`src/sv/jstb_pkg.sv`:
```
// ----------------------------------------------------------------------------
// jstb_pkg
// Shared types and codes of the JavaScript token boundary unit.
// ----------------------------------------------------------------------------
`default_nettype none

package jstb_pkg;

  localparam int OFFSET_BITS = 32;
  localparam int LINE_BITS   = 24;

  // Token kinds as reported in token_kind.
  localparam logic [2:0] KIND_IDENT   = 3'd0;
  localparam logic [2:0] KIND_NUMBER  = 3'd1;
  localparam logic [2:0] KIND_STRING  = 3'd2;
  localparam logic [2:0] KIND_COMMENT = 3'd3;
  localparam logic [2:0] KIND_PUNCT   = 3'd4;
  localparam logic [2:0] KIND_EOF     = 3'd5;

  // Result queue depth; one byte can produce two words.
  localparam int FIFO_DEPTH    = 4;
  localparam int FIFO_PTR_BITS = $clog2(FIFO_DEPTH);

  typedef struct packed {
    logic [7:0] char_byte;
    logic       last_byte;
  } src_word_t;

  typedef struct packed {
    logic [2:0]             token_kind;
    logic [OFFSET_BITS-1:0] start_offset;
    logic [OFFSET_BITS-1:0] end_offset;
    logic [LINE_BITS-1:0]   start_line;
    logic [LINE_BITS-1:0]   start_column;
    logic [LINE_BITS-1:0]   end_line;
    logic [LINE_BITS-1:0]   end_column;
    logic                   final_token;
  } tok_word_t;

  // Words produced by one byte, in output order; count is 0, 1 or 2.
  typedef struct packed {
    tok_word_t  rec0;
    tok_word_t  rec1;
    logic [1:0] count;
  } jstb_push_t;

endpackage

`default_nettype wire

```
`src/sv/js_lexer_token_boundary_unit.sv`:
```
// ----------------------------------------------------------------------------
// js_lexer_token_boundary_unit
// Streaming JavaScript token boundary finder: source bytes in, token words out.
// ----------------------------------------------------------------------------
//   channel | handshake            | word
//   --------+----------------------+--------------------------------------
//   src     | src_valid/src_stall  | char_byte, last_byte
//   tok     | tok_valid/tok_stall  | kind, start/end offset, line, column
//
// One byte is taken per cycle unless the input stalls.  A byte is held in the
// input register; when the queue has room, the lexer updates its state in a
// single pass and writes zero, one or two token words into a four-word result
// queue.  A byte that closes two tokens yields two words that leave the queue
// one after the other, so the queue sets the sustained rate under such
// bursts.  The input stalls while the queue has fewer than two free words.
// Reset clears the lexer state and empties the queue.
// ----------------------------------------------------------------------------
`default_nettype none

module js_lexer_token_boundary_unit (
  input  wire logic               clk,
  input  wire logic               rst,
  input  wire logic               src_valid,
  output logic                    src_stall,
  input  wire jstb_pkg::src_word_t src_data,
  output logic                    tok_valid,
  input  wire logic               tok_stall,
  output jstb_pkg::tok_word_t     tok_data
);
  import jstb_pkg::*;

  logic       held_valid;
  src_word_t  held;
  logic       has_room;
  logic       step;
  jstb_push_t push;

  assign step      = held_valid && has_room;
  assign src_stall = held_valid && !has_room;

  always_ff @(posedge clk) begin
    if (rst) begin
      held_valid <= 1'b0;
    end else if (!src_stall) begin
      held_valid <= src_valid;
    end
  end

  always_ff @(posedge clk) begin
    if (src_valid && !src_stall) begin
      held <= src_data;
    end
  end

  jstb_core u_core (
    .clk  (clk),
    .rst  (rst),
    .step (step),
    .item (held),
    .push (push)
  );

  jstb_out_fifo u_fifo (
    .clk       (clk),
    .rst       (rst),
    .push      (push),
    .has_room  (has_room),
    .tok_valid (tok_valid),
    .tok_stall (tok_stall),
    .tok_data  (tok_data)
  );

  // The input only stalls when a byte is waiting for queue space.
  a_stall_needs_byte: assert property (@(posedge clk) disable iff (rst)
    src_stall |-> held_valid)
    else $error("input stalled with no byte held");

  // Counters only move forward, so no token ends before it starts.
  a_token_order: assert property (@(posedge clk) disable iff (rst)
    tok_valid |-> (tok_data.end_offset >= tok_data.start_offset))
    else $error("token ends before it starts");

  // An end-of-file token is empty.
  a_eof_empty: assert property (@(posedge clk) disable iff (rst)
    (tok_valid && (tok_data.token_kind == KIND_EOF)) |->
      ((tok_data.start_offset == tok_data.end_offset) &&
       (tok_data.start_line == tok_data.end_line) &&
       (tok_data.start_column == tok_data.end_column)))
    else $error("end-of-file token is not empty");

  // A byte is only processed when the queue can absorb both of its words.
  a_no_overflow: assert property (@(posedge clk) disable iff (rst)
    (push.count != 2'd0) |-> (step && has_room))
    else $error("words pushed without queue space");

endmodule

`default_nettype wire

```
`src/sv/jstb_core.sv`:
```
// ----------------------------------------------------------------------------
// jstb_core
// Lexer state and the single-pass next-state logic for one source byte.
// ----------------------------------------------------------------------------
`default_nettype none

module jstb_core (
  input  wire logic               clk,
  input  wire logic               rst,
  input  wire logic               step,
  input  wire jstb_pkg::src_word_t item,
  output jstb_pkg::jstb_push_t    push
);
  import jstb_pkg::*;

  localparam logic [2:0] M_IDLE   = 3'd0;
  localparam logic [2:0] M_IDENT  = 3'd1;
  localparam logic [2:0] M_NUMBER = 3'd2;
  localparam logic [2:0] M_STRING = 3'd3;
  localparam logic [2:0] M_LINE   = 3'd4;
  localparam logic [2:0] M_BLOCK  = 3'd5;
  localparam logic [2:0] M_OP     = 3'd6;

  localparam logic [1:0] R_MORE   = 2'd0;
  localparam logic [1:0] R_AFTER  = 2'd1;
  localparam logic [1:0] R_BEFORE = 2'd2;

  typedef struct packed {
    logic [OFFSET_BITS-1:0] off;
    logic [LINE_BITS-1:0]   line;
    logic [LINE_BITS-1:0]   col;
  } pos_t;

  localparam pos_t POS_RESET = '{off: '0, line: LINE_BITS'(1), col: LINE_BITS'(1)};

  function automatic logic is_digit(input logic [7:0] c);
    return (c >= "0") && (c <= "9");
  endfunction

  function automatic logic is_alpha(input logic [7:0] c);
    return ((c >= "a") && (c <= "z")) || ((c >= "A") && (c <= "Z"));
  endfunction

  function automatic logic is_ident_char(input logic [7:0] c);
    return is_alpha(c) || is_digit(c) || (c == "_") || (c == "$");
  endfunction

  function automatic logic is_number_char(input logic [7:0] c);
    return is_digit(c) || (c == ".") || (c == "x") || (c == "X") ||
           (c == "e") || (c == "E");
  endfunction

  function automatic logic is_space(input logic [7:0] c);
    return (c == " ") || (c == 8'h09) || (c == 8'h0a) || (c == 8'h0d);
  endfunction

  function automatic logic is_op_pair(input logic [7:0] a, input logic [7:0] b);
    return ((a == "=") && (b == "=")) || ((a == "!") && (b == "=")) ||
           ((a == "<") && (b == "=")) || ((a == ">") && (b == "=")) ||
           ((a == "&") && (b == "&")) || ((a == "|") && (b == "|")) ||
           ((a == "+") && (b == "+")) || ((a == "-") && (b == "-")) ||
           ((a == "=") && (b == ">"));
  endfunction

  // Counters stick at their all-ones value.
  function automatic pos_t advance(input pos_t p, input logic [7:0] c);
    pos_t n;
    n = p;
    if (p.off != '1) n.off = p.off + 1'b1;
    if (c == 8'h0a) begin
      if (p.line != '1) n.line = p.line + 1'b1;
      n.col = LINE_BITS'(1);
    end else if (p.col != '1) begin
      n.col = p.col + 1'b1;
    end
    return n;
  endfunction

  function automatic logic [2:0] kind_of(input logic [2:0] m);
    logic [2:0] k;
    unique case (m)
      M_IDENT:         k = KIND_IDENT;
      M_NUMBER:        k = KIND_NUMBER;
      M_STRING:        k = KIND_STRING;
      M_LINE, M_BLOCK: k = KIND_COMMENT;
      default:         k = KIND_PUNCT;
    endcase
    return k;
  endfunction

  function automatic tok_word_t make_rec(input logic [2:0] kind, input pos_t s,
                                         input pos_t e, input logic fin);
    tok_word_t r;
    r.token_kind   = kind;
    r.start_offset = s.off;
    r.end_offset   = e.off;
    r.start_line   = s.line;
    r.start_column = s.col;
    r.end_line     = e.line;
    r.end_column   = e.col;
    r.final_token  = fin;
    return r;
  endfunction

  logic [2:0] mode;
  logic [7:0] quote_char;
  logic       escape_pending;
  logic [7:0] first_op_char;
  logic       star_seen;
  pos_t       tok_start;
  pos_t       pos;
  logic       trailing_space;

  logic [2:0] mode_next;
  logic [7:0] quote_char_next;
  logic       escape_pending_next;
  logic [7:0] first_op_char_next;
  logic       star_seen_next;
  pos_t       tok_start_next;
  pos_t       pos_next;
  logic       trailing_space_next;

  logic [7:0] c;
  logic [1:0] res;
  logic [2:0] mode_a;
  logic       busy;
  logic       taken;
  logic       emit_a;
  logic       emit_b;
  tok_word_t  rec_a;
  tok_word_t  rec_b;

  always_comb begin
    c                   = item.char_byte;
    pos_next            = advance(pos, c);
    res                 = R_MORE;
    mode_a              = mode;
    escape_pending_next = escape_pending;
    star_seen_next      = star_seen;

    // Offer the byte to the token in progress.
    unique case (mode)
      M_IDENT:  res = is_ident_char(c) ? R_MORE : R_BEFORE;
      M_NUMBER: res = is_number_char(c) ? R_MORE : R_BEFORE;
      M_STRING: begin
        if (escape_pending) begin
          escape_pending_next = 1'b0;
        end else if (c == 8'h5c) begin
          escape_pending_next = 1'b1;
        end else if (c == quote_char) begin
          res = R_AFTER;
        end
      end
      M_LINE:   res = (c == 8'h0a) ? R_BEFORE : R_MORE;
      M_BLOCK: begin
        if (star_seen && (c == "/")) begin
          res = R_AFTER;
        end else begin
          star_seen_next = (c == "*");
        end
      end
      M_OP: begin
        priority if ((first_op_char == "/") && (c == "/")) begin
          mode_a = M_LINE;
        end else if ((first_op_char == "/") && (c == "*")) begin
          mode_a         = M_BLOCK;
          star_seen_next = 1'b0;
        end else begin
          res = is_op_pair(first_op_char, c) ? R_AFTER : R_BEFORE;
        end
      end
      default: res = R_MORE;
    endcase

    busy   = (mode != M_IDLE);
    emit_a = busy && (res != R_MORE);
    taken  = busy && (res != R_BEFORE);
    rec_a  = make_rec(kind_of(mode), tok_start, (res == R_AFTER) ? pos_next : pos, 1'b0);

    mode_next           = emit_a ? M_IDLE : mode_a;
    quote_char_next     = quote_char;
    first_op_char_next  = first_op_char;
    tok_start_next      = tok_start;
    trailing_space_next = trailing_space;

    // A byte not taken by a token starts a new one, or is skipped whitespace.
    if (!taken) begin
      if (is_space(c)) begin
        trailing_space_next = 1'b1;
      end else begin
        tok_start_next      = pos;
        trailing_space_next = 1'b0;
        if ((c == 8'h22) || (c == 8'h27) || (c == 8'h60)) begin
          mode_next           = M_STRING;
          quote_char_next     = c;
          escape_pending_next = 1'b0;
        end else if (is_digit(c)) begin
          mode_next = M_NUMBER;
        end else if (is_alpha(c) || (c == "_") || (c == "$")) begin
          mode_next = M_IDENT;
        end else begin
          mode_next          = M_OP;
          first_op_char_next = c;
        end
      end
    end

    // The final byte flushes an open token, or reports end of file after trailing whitespace.
    emit_b = item.last_byte && ((mode_next != M_IDLE) || trailing_space_next);
    if (mode_next != M_IDLE) begin
      rec_b = make_rec(kind_of(mode_next), tok_start_next, pos_next, 1'b1);
    end else begin
      rec_b = make_rec(KIND_EOF, pos_next, pos_next, 1'b1);
    end
    rec_a.final_token = !emit_b;

    push.rec0  = emit_a ? rec_a : rec_b;
    push.rec1  = rec_b;
    push.count = step ? ({1'b0, emit_a} + {1'b0, emit_b}) : 2'd0;
  end

  always_ff @(posedge clk) begin
    if (rst || (step && item.last_byte)) begin
      mode           <= M_IDLE;
      quote_char     <= '0;
      escape_pending <= 1'b0;
      first_op_char  <= '0;
      star_seen      <= 1'b0;
      tok_start      <= POS_RESET;
      pos            <= POS_RESET;
      trailing_space <= 1'b0;
    end else if (step) begin
      mode           <= mode_next;
      quote_char     <= quote_char_next;
      escape_pending <= escape_pending_next;
      first_op_char  <= first_op_char_next;
      star_seen      <= star_seen_next;
      tok_start      <= tok_start_next;
      pos            <= pos_next;
      trailing_space <= trailing_space_next;
    end
  end

endmodule

`default_nettype wire

```
`src/sv/jstb_out_fifo.sv`:
```
// ----------------------------------------------------------------------------
// jstb_out_fifo
// Result queue: takes up to two token words per cycle, delivers one.
// ----------------------------------------------------------------------------
`default_nettype none

module jstb_out_fifo (
  input  wire logic                clk,
  input  wire logic                rst,
  input  wire jstb_pkg::jstb_push_t push,
  output logic                     has_room,
  output logic                     tok_valid,
  input  wire logic                tok_stall,
  output jstb_pkg::tok_word_t      tok_data
);
  import jstb_pkg::*;

  tok_word_t                slots [FIFO_DEPTH];
  logic [FIFO_PTR_BITS-1:0] wr_ptr;
  logic [FIFO_PTR_BITS-1:0] rd_ptr;
  logic [FIFO_PTR_BITS:0]   level;
  logic                     pop;

  assign tok_valid = (level != '0);
  assign tok_data  = slots[rd_ptr];
  assign pop       = tok_valid && !tok_stall;
  // Room for the worst case of two words, ignoring a pop in the same cycle.
  assign has_room  = (level <= (FIFO_PTR_BITS+1)'(FIFO_DEPTH - 2));

  always_ff @(posedge clk) begin
    if (rst) begin
      wr_ptr <= '0;
      rd_ptr <= '0;
      level  <= '0;
    end else begin
      wr_ptr <= wr_ptr + FIFO_PTR_BITS'(push.count);
      rd_ptr <= rd_ptr + FIFO_PTR_BITS'(pop);
      level  <= level + (FIFO_PTR_BITS+1)'(push.count) - (FIFO_PTR_BITS+1)'(pop);
    end
  end

  always_ff @(posedge clk) begin
    if (push.count != 2'd0) begin
      slots[wr_ptr] <= push.rec0;
    end
    if (push.count == 2'd2) begin
      slots[wr_ptr + FIFO_PTR_BITS'(1)] <= push.rec1;
    end
  end

endmodule

`default_nettype wire

```
`config.mk`:
```
export PLATFORM = sky130hd
export DESIGN_NAME = js_lexer_token_boundary_unit
export DESIGN_NICKNAME = d
export VERILOG_FILES = /design/src/sv/jstb_pkg.sv /design/src/sv/js_lexer_token_boundary_unit.sv /design/src/sv/jstb_core.sv /design/src/sv/jstb_out_fifo.sv
export SDC_FILE = /design/constraint.sdc
export NUM_CORES = 2
export LEC_CHECK = 0
export BUFFER_PORTS_ARGS = -buffer_cell sky130_fd_sc_hd__buf_2
export CAP_MARGIN = 40
export CORE_ASPECT_RATIO = 0.8
export CORE_MARGIN = 4
export CORE_UTILIZATION = 35
export CTS_BUF_LIST = sky130_fd_sc_hd__clkbuf_8
export DETAILED_ROUTE_END_ITERATION = 8
export PLACE_DENSITY_LB_ADDON = 0.08
export SYNTH_ARGS = -nofsm -noshare
export SYNTH_HDL_FRONTEND = slang
export SYNTH_SLANG_ARGS = --single-unit
```
`constraint.sdc`:
```
create_clock -name clk -period 8.7 [get_ports clk]
set_input_delay 1.74 -clock clk [delete_from_list [all_inputs] [get_ports clk]]
set_output_delay 1.74 -clock clk [all_outputs]
set_load 0.02 [all_outputs]
```
==> summary.md <==
For the row count, the log shows 115. Critical path class: reg -> reg. The post-synthesis register bit count was 855; the count of final hold-check violations was 0. In this run the power density over the cells is 232 mW/mm². Hold timing on the final database bottoms out at a slack of 0.468 ns. The tools report the count of pins over their slew limit as 0. The highest fanout seen on the critical path is 25. After detailed routing, the number of vias per cell comes to 5.89. The share of Yosys cell area claimed by the top area cell type works out to 0.456. The tools report the post-synthesis cell type count as 92.

The root buffer cell chosen for the clock tree is sky130_fd_sc_hd__clkbuf_8. The design draws 11.5 mW. The normalized max-slew margin was 0.343. The run gives 0 as the post-cts repair resize count.

The clock reaches the later pin of the worst-skew pair after 0.89 ns. The most common flop cell mapped by yosys is sky130_fd_sc_hd__edfxtp_1. The H-tree generated during clock tree synthesis spans 4 levels. Fraction of final layout cells with drive strength greater than 1: 0.181. The largest stage delay on the critical path came out at 0.74 ns. For this run, design rule violations remaining after detail routing come to 0. The number of antenna violations at the first check in global routing is 3, and the post-synthesis net count is 4018. The number of global-route vias before repair is 33000. The wire-length estimate of the detail-placed layout is 102000 µm. The transition at the pin with the smallest max-transition slack was 0.985 ns; the met3 usage was 0.0434. STA classifies the critical path endpoint as a register.

The clock passes through at most 3 buffers. After global routing, the most crowded layer is met2. The max-cap violation count came out at 0. The detailed router finished its first iteration with 3509 violations. Measured along the y axis, the die boundary spans 323 µm. The library cell with the largest summed area after synthesis is sky130_fd_sc_hd__edfxtp_1.

TritonCTS created 154 clock buffers. For the total standard cell area after synthesis, the log shows 0.0435 mm². Entering global routing, the biggest net connects 100 pins. The min-delay analysis places its worst path in the category reg -> reg. The synthesized area per cell was 10.9 µm²; the average detailed-routed wire length per instance was 28.5 µm. For the worst setup path, the data required time is 9.29 ns.

The flow ran to the end, and the final reports show no timing, DRC or antenna violations. The clock drives 855 sinks. STA classifies the critical path startpoint as a register. The die is 402 µm wide. Buffers added to address setup during post-CTS repair amount to 0. The number of synthesized flops with an enable pin was 661.

Overall fraction of global-route tracks in use: 0.251. For the number of endpoints failing setup at the final stage, the log shows 0. The run gives 0 as the total congestion overflow after global routing. Yosys printed 0 warnings. The first detailed-routing pass ran for 7 iterations. For the sequential-to-total area share from yosys stat, the log shows 0.545. During I/O placement, the number of pins put on the boundary was 179.

The fraction of met1 tracks used by global routing was 0.363. The number of buffers added to fix hold violations after cts was 0. Among all stages on the critical path, the largest delay is contributed by sky130_fd_sc_hd__edfxtp_1. The congestion estimate from routability-driven global placement came to 0.832. TritonCTS built the clock tree.

The wire length of the first global-routing pass is 241000 µm, and the clock-pin slew on the worst setup and hold paths is 0.06 ns. The post-route fraction of the period consumed by the critical path is 0.722. By area the synthesized netlist is led by sky130_fd_sc_hd__edfxtp_1 (46%), sky130_fd_sc_hd__dfxtp_1 (8.9%), sky130_fd_sc_hd__mux4_2 (8.5%). Setup repair after global routing left no endpoint under its margin.

Counting instances in the post-synthesis netlist gives the leading cell types as sky130_fd_sc_hd__edfxtp_1 (661), sky130_fd_sc_hd__nand2_1 (607), sky130_fd_sc_hd__o21ai_0 (459). The async set-reset flop share out of synthesis works out to 0. Counting the fill cells in the layout gives 12000.

The cell depth of the worst min-delay path came out at 1. The total of buffers placed on input and output ports is 178, and the antenna violation net count after detailed routing is 0. The run gives 0.130 mm² as the overall die area.

The data arrival time of the critical path was 6.87 ns. The critical path's most frequent cell is sky130_fd_sc_hd__buf_4. The run gives 3995 as the gate count after technology mapping. The layout net count is 4090, and the final sum of negative setup slack is 0 ns. The largest voltage drop on the vdd net is 0.205 mV, and the area growth from synthesis to layout is 13.7%.

Measured in cells, the most critical reg-to-reg path has a length of 15. In this run the static leakage power is 15.8 nW. In this run the standard cell core region covers 0.123 mm². The routed design could run at a clock period as short as 6.28 ns. sky130_fd_sc_hd__edfxtp_1 is the most common cell in the netlist. For the met2 layer usage reported by global route, the log shows 0.389. The critical path goes through nor2b_1, or4b_1, a2111o_1, nand4_1, nand3_1, o31a_1, ha_1, o21ai_1, or3_2, buf_4, nor4_2, buf_4, nor2_4, buf_4, o21ai_0. Detailed routing inserted a total of 34300 vias. For this block, the routed nets add up to 166000 µm of wire. The initial standard-cell utilization of the core was 0.353; the clock skew was 0.0441 ns.

The run gives 159 MHz as the maximum clock frequency.
final timing paths:
check	endpoint	slack, ns	startpoint
worst max-delay path	u_fifo.slots[0][141]	2.42	held[2]
worst min-delay path	u_fifo.slots[1][0]	0.47	u_fifo.slots[1][0]
worst max register to register	u_fifo.slots[0][141]	2.42	held[2]
worst min register to register	u_fifo.slots[1][0]	0.47	u_fifo.slots[1][0]
cells by family (layout without fill, tap and decap cells):
group | count (synthesis) | after routing | share of synthesized area
fa+ha+maj | 10 | 10 | 0.00305
buf+inv | 424 | 622 | 0.0381
compound gates | 1183 | 1183 | 0.172
mux | 229 | 229 | 0.100
flops | 855 | 855 | 0.545
simple gates | 1207 | 1207 | 0.124
other cells | 0 | 1 | 0
xor+xnor | 87 | 87 | 0.0175
cells in the final DEF (no fill, tap or decap), drive strengths merged, types with 19 or more instances in the layout:
cell	Yosys	routed
a211oi	46	46
a21oi	243	243
a22o	122	122
a311oi	37	37
a31o	19	19
and2	25	25
and3	41	41
buf	85	301
clkbuf	301	168
clkinv	1	32
dfxtp	194	194
edfxtp	661	661
inv	37	110
mux2i	57	57
mux4	164	164
nand2	608	608
nand2b	24	24
nand3	40	40
nand4	28	28
nor2	300	300
nor3	37	37
o21ai	481	481
o22ai	39	39
o2bb2ai	68	68
o31ai	35	35
or3	25	25
xnor2	41	41
xor2	46	46
registers in the layout, summed over array words and instances (netlist names), 3 cells and up:
name and count:
held 9, u_core.first_op_char 8, u_core.mode 3, u_core.pos 80, u_core.quote_char 8, u_core.rec_a 80, u_fifo.level 3, u_fifo.slots 656
layout make-up:
cell class / instances / area [µm²] / area share
sequential: 855 / 23700 / 0.480
multi-input combinational: 2716 / 18400 / 0.372
clock buffer: 167 / 2300 / 0.0465
timing repair buffer: 302 / 2090 / 0.0423
tap: 1638 / 2050 / 0.0414
clock inverter: 115 / 702 / 0.0142
inverter: 38 / 173 / 0.00349
antenna: 1 / 2.50 / 0.0000506
power by group:
part	total, mW	internal, mW	switching (mW)	leakage [nW]
Sequential	4.74	4.58	0.166	7.61
Combinational	2.93	0.957	1.97	6.37
Clock	3.81	1.98	1.83	1.77
Total	11.5	7.52	3.96	15.8
per-layer routing:
layer / share of wire / vias to the layer above / routed length (µm)
met2: 0.45 / 1441 / 74700
met1: 0.46 / 17500 / 75800
met3: 0.071 / 236 / 11900
met5: 0 / - / 0
li1: - / 15200 / -
met4: 0.024 / 0 / 4080
metrics by stage:
step | area (µm²) | util | instances | setup WS, ns
3_5_place_dp | 46400 | 0.377 | 5546 | 2.48
2_1_floorplan | 43500 | - | 3995 | 0.672
5_1_grt | 49500 | 0.402 | 5832 | 2.05
3_3_place_gp | 46100 | 0.374 | 5525 | 2.58
4_1_cts | 49400 | 0.401 | 5828 | 2.44
6_report | 49500 | 0.402 | 5832 | 2.42
critical path: cells and delay by family (launching register included):
kind                       cells  cell delay, ns
AOI/OAI and AO/OA              4            1.38
adders and majority gates      1            0.37
buffers and inverters          3            1.10
DFF                            1            0.74
and+or+nand+nor                7            2.38
Power figures use the tool's default switching activity.
